<file path="config.mk">
export PLATFORM = sky130hd
export DESIGN_NAME = nlm_ctrl
export DESIGN_NICKNAME = d
export VERILOG_FILES = /design/src/rtl/nlm_pkg.sv /design/src/rtl/nlm_ctrl.sv
export SDC_FILE = /design/constraint.sdc
export NUM_CORES = 1
export LEC_CHECK = 0
export BUFFER_PORTS_ARGS = -buffer_cell sky130_fd_sc_hd__buf_2
export CAP_MARGIN = 10
export CORE_AREA = 5 5 42 44
export CTS_CLUSTER_SIZE = 28
export DETAILED_ROUTE_END_ITERATION = 8
export DIE_AREA = 0 0 47 49
export HOLD_SLACK_MARGIN = 0.05
export MAX_ROUTING_LAYER = met4
export PLACE_DENSITY_LB_ADDON = 0.05
export SLEW_MARGIN = 20
export SYNTH_ARGS = -nofsm -noshare
export SYNTH_HDL_FRONTEND = slang
export SYNTH_SLANG_ARGS = --single-unit
</file>
<file path="constraint.sdc">
create_clock -name clk -period 1.3 [get_ports clk]
set_input_delay 0.13 -clock clk [delete_from_list [all_inputs] [get_ports clk]]
set_output_delay 0.13 -clock clk [all_outputs]
set_load 0.02 [all_outputs]
</file>
<file path="src/rtl/nlm_pkg.sv">
// ----------------------------------------------------------------------------
// nlm_pkg: shared types and constants of the non-local means denoiser
// Default sizes, register indexes, controller/datapath command and status
// structs, and the 2^(-i/16) table of the weight approximation.
// ----------------------------------------------------------------------------
package nlm_pkg;

  localparam int DEF_MAX_WIDTH           = 256;
  localparam int DEF_MAX_HEIGHT          = 256;
  localparam int DEF_MAX_TEMPLATE_RADIUS = 3;
  localparam int DEF_MAX_SEARCH_RADIUS   = 10;
  localparam int DEF_WEIGHT_BITS         = 16;

  localparam int CFG_INDEX_W = 3;
  localparam int CFG_DATA_W  = 24;
  localparam int PIX_W       = 8;

  localparam logic [CFG_INDEX_W-1:0] REG_FRAME_WIDTH     = 3'd0;
  localparam logic [CFG_INDEX_W-1:0] REG_FRAME_HEIGHT    = 3'd1;
  localparam logic [CFG_INDEX_W-1:0] REG_TEMPLATE_RADIUS = 3'd2;
  localparam logic [CFG_INDEX_W-1:0] REG_SEARCH_RADIUS   = 3'd3;
  localparam logic [CFG_INDEX_W-1:0] REG_DECAY_SCALE     = 3'd4;

  localparam logic [8:0]  RST_FRAME_WIDTH     = 9'd256;
  localparam logic [8:0]  RST_FRAME_HEIGHT    = 9'd256;
  localparam logic [1:0]  RST_TEMPLATE_RADIUS = 2'd3;
  localparam logic [3:0]  RST_SEARCH_RADIUS   = 4'd10;
  localparam logic [23:0] RST_DECAY_SCALE     = 24'd65536;

  localparam logic KIND_WRITE   = 1'b0;
  localparam logic KIND_COMPUTE = 1'b1;

  localparam logic [PIX_W-1:0] PIX_MAX = 8'd255;

  // log2(e) in Q.16, exponent clamp at 2^40, max base-2 shift that still counts
  localparam logic [16:0] LOG2E_Q16   = 17'd94548;
  localparam int          EXP_CLAMP_B = 40;
  localparam int          MAX_EXP_N   = 40;

  typedef struct packed {
    logic start;      // latch center, clear accumulators, reset loop counters
    logic step;       // issue one pair of frame store reads
    logic wr;         // store the input pixel
    logic div_start;  // start the weighted mean division
    logic load_out;   // load the result register
  } nlm_cmd_t;

  typedef struct packed {
    logic scan_last;   // current read pair is the last of the window
    logic pipe_empty;  // no request in flight through the weight pipe
    logic div_done;
  } nlm_stat_t;

  // round(2^24 * 2^(-i/16)), i = 0..16
  function automatic logic [24:0] pow2_neg(input logic [4:0] idx);
    logic [24:0] v;
    case (idx)
      5'd0:  v = 25'd16777216;
      5'd1:  v = 25'd16065917;
      5'd2:  v = 25'd15384775;
      5'd3:  v = 25'd14732511;
      5'd4:  v = 25'd14107901;
      5'd5:  v = 25'd13509772;
      5'd6:  v = 25'd12937002;
      5'd7:  v = 25'd12388516;
      5'd8:  v = 25'd11863283;
      5'd9:  v = 25'd11360329;
      5'd10: v = 25'd10878679;
      5'd11: v = 25'd10417458;
      5'd12: v = 25'd9975792;
      5'd13: v = 25'd9552863;
      5'd14: v = 25'd9147842;
      5'd15: v = 25'd8760003;
      5'd16: v = 25'd8388608;
      default: v = 25'd0;
    endcase
    return v;
  endfunction

endpackage

</file>
<file path="src/rtl/nlm_ctrl.sv">
// ----------------------------------------------------------------------------
// nlm_ctrl: request sequencer of the non-local means denoiser
// Accepts requests, runs the window scan, waits for the pipe to drain,
// runs the division and hands the result to the output register.
// ----------------------------------------------------------------------------
module nlm_ctrl import nlm_pkg::*; (
  input  logic      clk,
  input  logic      rst,
  input  logic      in_valid,
  input  logic      kind,
  output logic      in_ready,
  output logic      out_valid,
  input  logic      out_ready,
  input  nlm_stat_t stat,
  output nlm_cmd_t  cmd
);

  typedef enum logic [3:0] {
    ST_IDLE   = 4'b0001,
    ST_SCAN   = 4'b0010,
    ST_DRAIN  = 4'b0100,
    ST_DIVIDE = 4'b1000
  } state_t;

  state_t state, state_next;

  always_comb begin
    state_next = state;
    cmd        = '0;
    in_ready   = (state == ST_IDLE);
    case (state)
      ST_IDLE: begin
        if (in_valid) begin
          if (kind == KIND_COMPUTE) begin
            cmd.start  = 1'b1;
            state_next = ST_SCAN;
          end else begin
            cmd.wr = 1'b1;
          end
        end
      end
      ST_SCAN: begin
        cmd.step = 1'b1;
        if (stat.scan_last) begin
          state_next = ST_DRAIN;
        end
      end
      ST_DRAIN: begin
        if (stat.pipe_empty) begin
          cmd.div_start = 1'b1;
          state_next    = ST_DIVIDE;
        end
      end
      ST_DIVIDE: begin
        // result waits here until the output register is free
        if (stat.div_done && (!out_valid || out_ready)) begin
          cmd.load_out = 1'b1;
          state_next   = ST_IDLE;
        end
      end
      default: state_next = ST_IDLE;
    endcase
  end

  always_ff @(posedge clk) begin
    if (rst) begin
      state     <= ST_IDLE;
      out_valid <= 1'b0;
    end else begin
      state <= state_next;
      if (cmd.load_out) begin
        out_valid <= 1'b1;
      end else if (out_ready) begin
        out_valid <= 1'b0;
      end
    end
  end

`ifndef NO_ASSERTIONS
  a_load_free: assert property (@(posedge clk) disable iff (rst)
    cmd.load_out |-> (!out_valid || out_ready))
    else $error("result loaded over an untaken one");

  a_rise_from_div: assert property (@(posedge clk) disable iff (rst)
    $rose(out_valid) |-> $past(state == ST_DIVIDE && stat.div_done))
    else $error("result shown without a finished division");

  a_drain_div: assert property (@(posedge clk) disable iff (rst)
    (state == ST_DRAIN && stat.pipe_empty) |=> (state == ST_DIVIDE))
    else $error("drained pipe did not start the division");
`endif

endmodule

</file>
==> results of run 1 <==
cell usage after synthesis:
cell and n:
sky130_fd_sc_hd__nor2_1 6, sky130_fd_sc_hd__dfxtp_1 5, sky130_fd_sc_hd__nor4b_2 4, sky130_fd_sc_hd__a21oi_1 3, sky130_fd_sc_hd__buf_4 2, sky130_fd_sc_hd__inv_1 2
sky130_fd_sc_hd__nand2_1 2, sky130_fd_sc_hd__nand2b_1 2, sky130_fd_sc_hd__a21boi_1 1, sky130_fd_sc_hd__a21o_1 1, sky130_fd_sc_hd__a221o_1 1, sky130_fd_sc_hd__and2_1 1
sky130_fd_sc_hd__and3_1 1, sky130_fd_sc_hd__and3b_1 1, sky130_fd_sc_hd__and4b_1 1, sky130_fd_sc_hd__nand3_1 1, sky130_fd_sc_hd__nor2_2 1, sky130_fd_sc_hd__nor2b_1 1
sky130_fd_sc_hd__nor3_1 1, sky130_fd_sc_hd__nor3b_1 1, sky130_fd_sc_hd__o21ai_0 1, sky130_fd_sc_hd__o21ai_1 1, sky130_fd_sc_hd__o31ai_1 1
per-stage QoR:
step | std cells | setup TNS [ns] | total power, mW
5_1_grt | 82 | -0.978 | 0.508
4_1_cts | 80 | -0.535 | 0.481
2_1_floorplan | 41 | -0.0253 | 0.235
3_5_place_dp | 71 | -0.0503 | 0.267
3_3_place_gp | 71 | -0.0312 | 0.267
6_report | 82 | -0.486 | 0.486
cells in the final DEF, fill, tap and decap left out:
cell type	n
sky130_fd_sc_hd__dfxtp_4	4
sky130_fd_sc_hd__nor2_2	1
sky130_fd_sc_hd__nand2b_1	2
sky130_fd_sc_hd__o21ai_1	1
sky130_fd_sc_hd__buf_4	8
sky130_fd_sc_hd__nor2b_1	1
sky130_fd_sc_hd__nor3_1	1
sky130_fd_sc_hd__nor3b_1	1
sky130_fd_sc_hd__clkbuf_4	3
sky130_fd_sc_hd__a21oi_1	3
sky130_fd_sc_hd__nor4b_4	4
sky130_fd_sc_hd__o21ai_0	1
sky130_fd_sc_hd__clkbuf_1	1
sky130_fd_sc_hd__and3b_1	1
sky130_fd_sc_hd__buf_2	8
sky130_fd_sc_hd__nand2_1	2
sky130_fd_sc_hd__o31ai_1	1
sky130_fd_sc_hd__a21o_1	1
sky130_fd_sc_hd__a21boi_1	1
sky130_fd_sc_hd__inv_2	1
sky130_fd_sc_hd__inv_1	1
sky130_fd_sc_hd__and3_4	1
sky130_fd_sc_hd__dfxtp_1	1
sky130_fd_sc_hd__and4b_1	1
sky130_fd_sc_hd__nor2_1	6
sky130_fd_sc_hd__and2_4	1
sky130_fd_sc_hd__buf_6	7
sky130_fd_sc_hd__nand3_2	1
sky130_fd_sc_hd__a221o_1	1
state kept, by name, summed over array words and instances, names as in the netlist:
name	cells
state	4
out_valid	1
cell type report:
type                    instances  area, um2
multi-input cells              32        269
well taps                      16       20.0
repair buffers                 23        179
fillers                       150        785
flip-flops and latches          5        115
clock buffers                   4       26.3
inverters                       2       7.51
how the worst min path moves through the flow:
stage               cells after the start  start                     to
global route                            2    rst  state[3]$_SDFFE_PP0P_
detailed placement                      2    rst  state[1]$_SDFFE_PP0P_
finish                                  2    rst  state[3]$_SDFFE_PP0P_
global placement                        2    rst  state[1]$_SDFFE_PP0P_
floorplan                               1    rst  state[1]$_SDFFE_PP0P_
CTS                                     2    rst  state[3]$_SDFFE_PP0P_
metal layers:
metal | vias to the layer above | wire (um) | track usage (%)
met4 | 0 | 45 | 9.68
met2 | 10 | 598 | 15.2
met5 | - | 0 | -
met3 | 4 | 28 | 3.32
li1 | 196 | - | -
met1 | 180 | 447 | 13.1
where the power goes:
group / switching [mW] / internal, mW
sequential: 0.0151 / 0.155
combinational: 0.0557 / 0.0688
clock: 0.0749 / 0.117
cells by family (layout without fill, tap and decap cells):
kind of cell | Yosys count | in the layout | share of synthesized area, %
AND/OR/NAND/NOR | 23 | 23 | 47.6
AO/OA/AOI/OAI | 9 | 9 | 16.7
flip-flops | 5 | 5 | 29.1
buffers and inverters | 4 | 29 | 6.54
worst max-delay path: stages (launching register included):
cell and delay (ns):
sky130_fd_sc_hd__dfxtp_4 0.37, sky130_fd_sc_hd__nor4b_4 0.33, sky130_fd_sc_hd__and3_4 0.24, sky130_fd_sc_hd__buf_6 0.11
timing repair:
item | CTS | global route
buffers inserted | 5 | 2
hold buffers | 0 | 0
endpoints found under the setup margin | 8 | 8
pin swaps | 3 | 6
endpoints found under the hold margin | 0 | 0
gates cloned | 0 | 0
resized for setup | 14 | 11
==> impl_metrics.tcl, run 1 <==
set metrics [dict create \
    tightestPinTransition_ns 0.268 \
    number_of_cell_rows 14 \
    final.setup.worst_slack_ns -0.140 \
    crit_path_max_fanout 4 \
    wirelength_um 1120 \
    setup_viol 6 \
    violated_checks "negative setup slack" \
    run_status "complete, but fails checks" \
    dp_hpwl_um 705 \
    grt_start_max_net_pins 8 \
    grt_first_pass_wirelength_um 1740 \
    worstSetupStartpointType "flop" \
    max-clock-path-buffers 2 \
    stdcell_area_um2 617 \
    synth.yosys.seq_area_share_pct 29.1 \
    critPathLaunch "state[1]$_SDFFE_PP0P_" \
    die_h_um 49 \
    cts_tree "built" \
    synth.lib_cells_used.distinct 23 \
    htree_num_levels 1 \
    clock_latency_ns 0.25 \
    power.density_cell_area_mw_per_mm2 788 \
    post_synth_main_area_contributors "sky130_fd_sc_hd__dfxtp_1 (29%), sky130_fd_sc_hd__nor4b_2 (17%), sky130_fd_sc_hd__nor2_1 (6.5%)" \
    hold_viol_final 0 \
    grt.total_usage_pct 11.3 \
    timing.fmax_ghz 0.695 \
    grt-ovfl-total 0 \
    timing.hold.ws_ns 0.128 \
    placed_area_um2 450 \
    diode_insertion_count_for_antenna_repair 0 \
    ys.warnings.count 0 \
    r2r_end "state[0]$_SDFFE_PP1P_" \
    clock_tree.root_cell "sky130_fd_sc_hd__clkbuf_4" \
    cts_sink_count 5 \
    die_width_um 47 \
    maxCapViolations 0 \
    synth_largest_area_cell "sky130_fd_sc_hd__dfxtp_1" \
    critPathRequiredTime_ns 1.17 \
    wire_per_inst_um 13.7 \
    timing.final.crit_period_ns 1.44 \
    vias 390 \
    critical_path_arrival_ns 1.31 \
    io_pins 15 \
    post_route_cells_drive_above_1_share_pct 59.1 \
    syn_area_um2 344 \
    synth.ff_latch_count 5 \
    areaGrowthSynthToFinish_pct 79.3 \
    vias_per_cell 4.76 \
    path_clk_slew_ns 0.05 \
    buffer_ports.inserted 14 \
    crit_end "cmd[4]" \
    finalWeightedCongestion 0.702 \
    pre_cts_slack_ns -0.0297 \
    power.static_leakage_nw 0.276 \
    clock_skew_ns 0.000813 \
    tritoncts.num_buffers 3 \
    ir_drop_mv 0.437 \
    holdCritPathClass "in2reg" \
    fin_crit_sh_pct 111 \
    finish.net_count 75 \
    rr_startpoint "state[2]$_SDFFE_PP0P_" \
    rrSetupSlack_ns 0 \
    report.final.slew_viol_count 0 \
    via_count_of_the_first_global_routing_pass 392 \
    reg2regPathDepth 5 \
    path_class "reg2out" \
    syn-instance-count 41 \
    yosys.area.top_type_share_pct 29.1 \
    setup_repair_after_global_routing_missed_its_margin "true" \
    first_drt_iteration_drcs 6 \
    effective_utilization_at_floorplan_pct 24.6 \
    drt_pre_antenna_iters 4 \
    synth_fp_nets 49 \
    layout.core_utilization_pct 44.0 \
    number_of_antenna_violations_at_the_first_check_in_global_routing 0 \
    cp-end-kind "primary output" \
    antenna_left 0 \
    die_area_mm2 0.00230 \
    coreArea_mm2 0.00140 \
    detail_route.drc_violations 0 \
    slew_headroom_pct 82.0 \
    postSynthAreaPerCell_um2 8.39 \
]
Note: power is estimated with default switching activity, not from simulation.
==> inputs of run 2 (changes only) <==
==> constraint.sdc (replaced) <==
create_clock -name clk -period 1.3 [get_ports clk]
set_input_delay 0.13 -clock clk [delete_from_list [all_inputs] [get_ports clk]]
set_output_delay 0.13 -clock clk [all_outputs]
set_load 0.1 [all_outputs]
==> impl_metrics.tcl, run 2 (same netlist as run 1, synthesis figures left out) <==
set metrics [dict create \
    coreArea_mm2 0.00140 \
    final_common_cell "sky130_fd_sc_hd__buf_4" \
    path_delay_family "simple AND/OR/NAND/NOR gates" \
    via_count_of_the_first_global_routing_pass 394 \
    clock_latency_ns 0.24 \
    wirelength_um 1050 \
    grt.total_usage_pct 10.3 \
    number_of_cell_rows 14 \
    timing.fmax_ghz 0.654 \
    die_area_mm2 0.00230 \
    number_of_antenna_violations_at_the_first_check_in_global_routing 0 \
    die_width_um 47 \
    die_h_um 49 \
    detail_route.drc_violations 0 \
    wire_per_inst_um 12.2 \
    worstSetupStartpointType "flop" \
    setup_tns_ns -1.16 \
    cts_tree "built" \
    path_class "reg2out" \
    placed_area_um2 588 \
    power.combinational.fraction_pct 39.3 \
    buffer_ports.inserted 14 \
    largest_reg_flops 4 \
    hold_viol_final 0 \
    finalWeightedCongestion 0.712 \
    effective_utilization_at_floorplan_pct 24.6 \
    power.switching_mw 0.199 \
    post_route_cells_drive_above_1_share_pct 70.0 \
    timing.hold.ws_ns 0.145 \
    run_status "complete, but fails checks" \
    slew_headroom_pct 67.9 \
    vias_per_cell 4.66 \
    final.setup.worst_slack_ns -0.228 \
    fin_total_pwr_mw 0.569 \
    worst-path-buf-inv 1 \
    critical-path-slowest-cell "sky130_fd_sc_hd__dfxtp_4" \
    setup_repair_after_global_routing_missed_its_margin "true" \
    biggest_register "state" \
    timing.critical_path.cells "nor4b_4, and3_4, buf_12" \
    power.static_leakage_nw 0.309 \
    tritoncts.num_buffers 3 \
    power.switching_fraction_pct 34.9 \
    clock_power_share_pct 31.3 \
    fin_crit_sh_pct 118 \
    dp_hpwl_um 724 \
    antenna_left 0 \
    clock_skew_ns 0.000591 \
    p_int_mw 0.370 \
    path_clk_slew_ns 0.04 \
    crit_path_max_fanout 5 \
    areaGrowthSynthToFinish_pct 113 \
    htree_num_levels 1 \
    critPathRequiredTime_ns 1.17 \
    grt_first_pass_wirelength_um 1680 \
    grt_start_max_net_pins 10 \
    largest_registers "state x4, out_valid x1" \
    max-clock-path-buffers 2 \
    diode_insertion_count_for_antenna_repair 0 \
    drt_pre_antenna_iters 2 \
    finish.net_count 79 \
    cts_sink_count 5 \
    power.density_cell_area_mw_per_mm2 776 \
    io_pins 15 \
    cp-end-kind "primary output" \
    non_filler_instances 86 \
    maxCapViolations 0 \
    report.final.slew_viol_count 0 \
    tightestPinTransition_ns 0.484 \
    timing.final.crit_period_ns 1.53 \
    ctsHoldBuffers 0 \
    dpl.cell_count 73 \
    clock_tree.root_cell "sky130_fd_sc_hd__clkbuf_4" \
    ir_drop_mv 0.381 \
    critical_path_arrival_ns 1.40 \
    vias 401 \
    holdCritPathClass "in2reg" \
    grt-ovfl-total 0 \
    violated_checks "negative setup slack" \
    stdcell_area_um2 733 \
    setup_viol 8 \
    first_drt_iteration_drcs 2 \
    most-common-layout-cells "sky130_fd_sc_hd__buf_4 (11), sky130_fd_sc_hd__buf_2 (8), sky130_fd_sc_hd__nor2_1 (6), sky130_fd_sc_hd__buf_12 (6), sky130_fd_sc_hd__dfxtp_4 (5)" \
    power.sequential.fraction_pct 29.5 \
    worst_path_largest_cell_delay_ns 0.36 \
]
==> run 2: power by group through the flow <==
stage                     logic, mW  clock network (mW)  registers [mW]
final                         0.224               0.178           0.168
after global routing          0.236               0.199           0.169
after CTS                     0.207               0.189           0.166
after detailed placement      0.203                   0           0.172
after global placement        0.204                   0           0.172
after floorplan               0.132                   0           0.166
==> run 2: final cells by class <==
type | count | area, um2
Clock buffer | 4 | 26.3
Inverter | 2 | 11.3
Fill cell | 137 | 668
Multi-Input combinational cell | 32 | 292
Sequential cell | 5 | 119
Timing Repair Buffer | 27 | 265
Tap cell | 16 | 20.0
==> run 2: metrics by stage <==
stage | util [%] | setup slack [ns]
after floorplan | - | -1.03
after global routing | 52.3 | -0.301
after global placement | 42.0 | -0.0835
final | 52.3 | -0.228
after detailed placement | 42.0 | -0.0577
after CTS | 46.1 | -0.235
==> run 2: timing repair <==
item                                    CTS  global route
pin swaps                                 3            10
endpoints found under the setup margin    8            10
resized for setup                         3             8
setup buffers                             3             6
cloned                                    0             0
==> run 2: final timing paths <==
check | from | to | slack [ns] | cells after the start
hold reg to reg | out_valid$_SDFFE_PP0P_ | out_valid$_SDFFE_PP0P_ | 0.52 | 2
setup reg to reg | state[2]$_SDFFE_PP0P_ | state[0]$_SDFFE_PP1P_ | -0.05 | 6
hold / removal | rst | state[1]$_SDFFE_PP0P_ | 0.15 | 2
setup / recovery | state[1]$_SDFFE_PP0P_ | cmd[4] | -0.23 | 3
==> run 2: per-layer routing <==
layer | routed length (um) | GRT usage, % | share of wire [%]
met1 | 506 | 14.5 | 48
met2 | 505 | 13.3 | 48
met3 | 34 | 3.32 | 3.3
met4 | 0 | 4.15 | 0
met5 | 0 | - | 0
==> run 2: worst reg2reg max path, delay by kind of cell, from the launching register on <==
kind                   cells  cell delay [ns]
AO/OA/AOI/OAI              3             0.65
flip-flops                 1             0.41
buffers and inverters      2             0.20
AND/OR/NAND/NOR            1             0.03
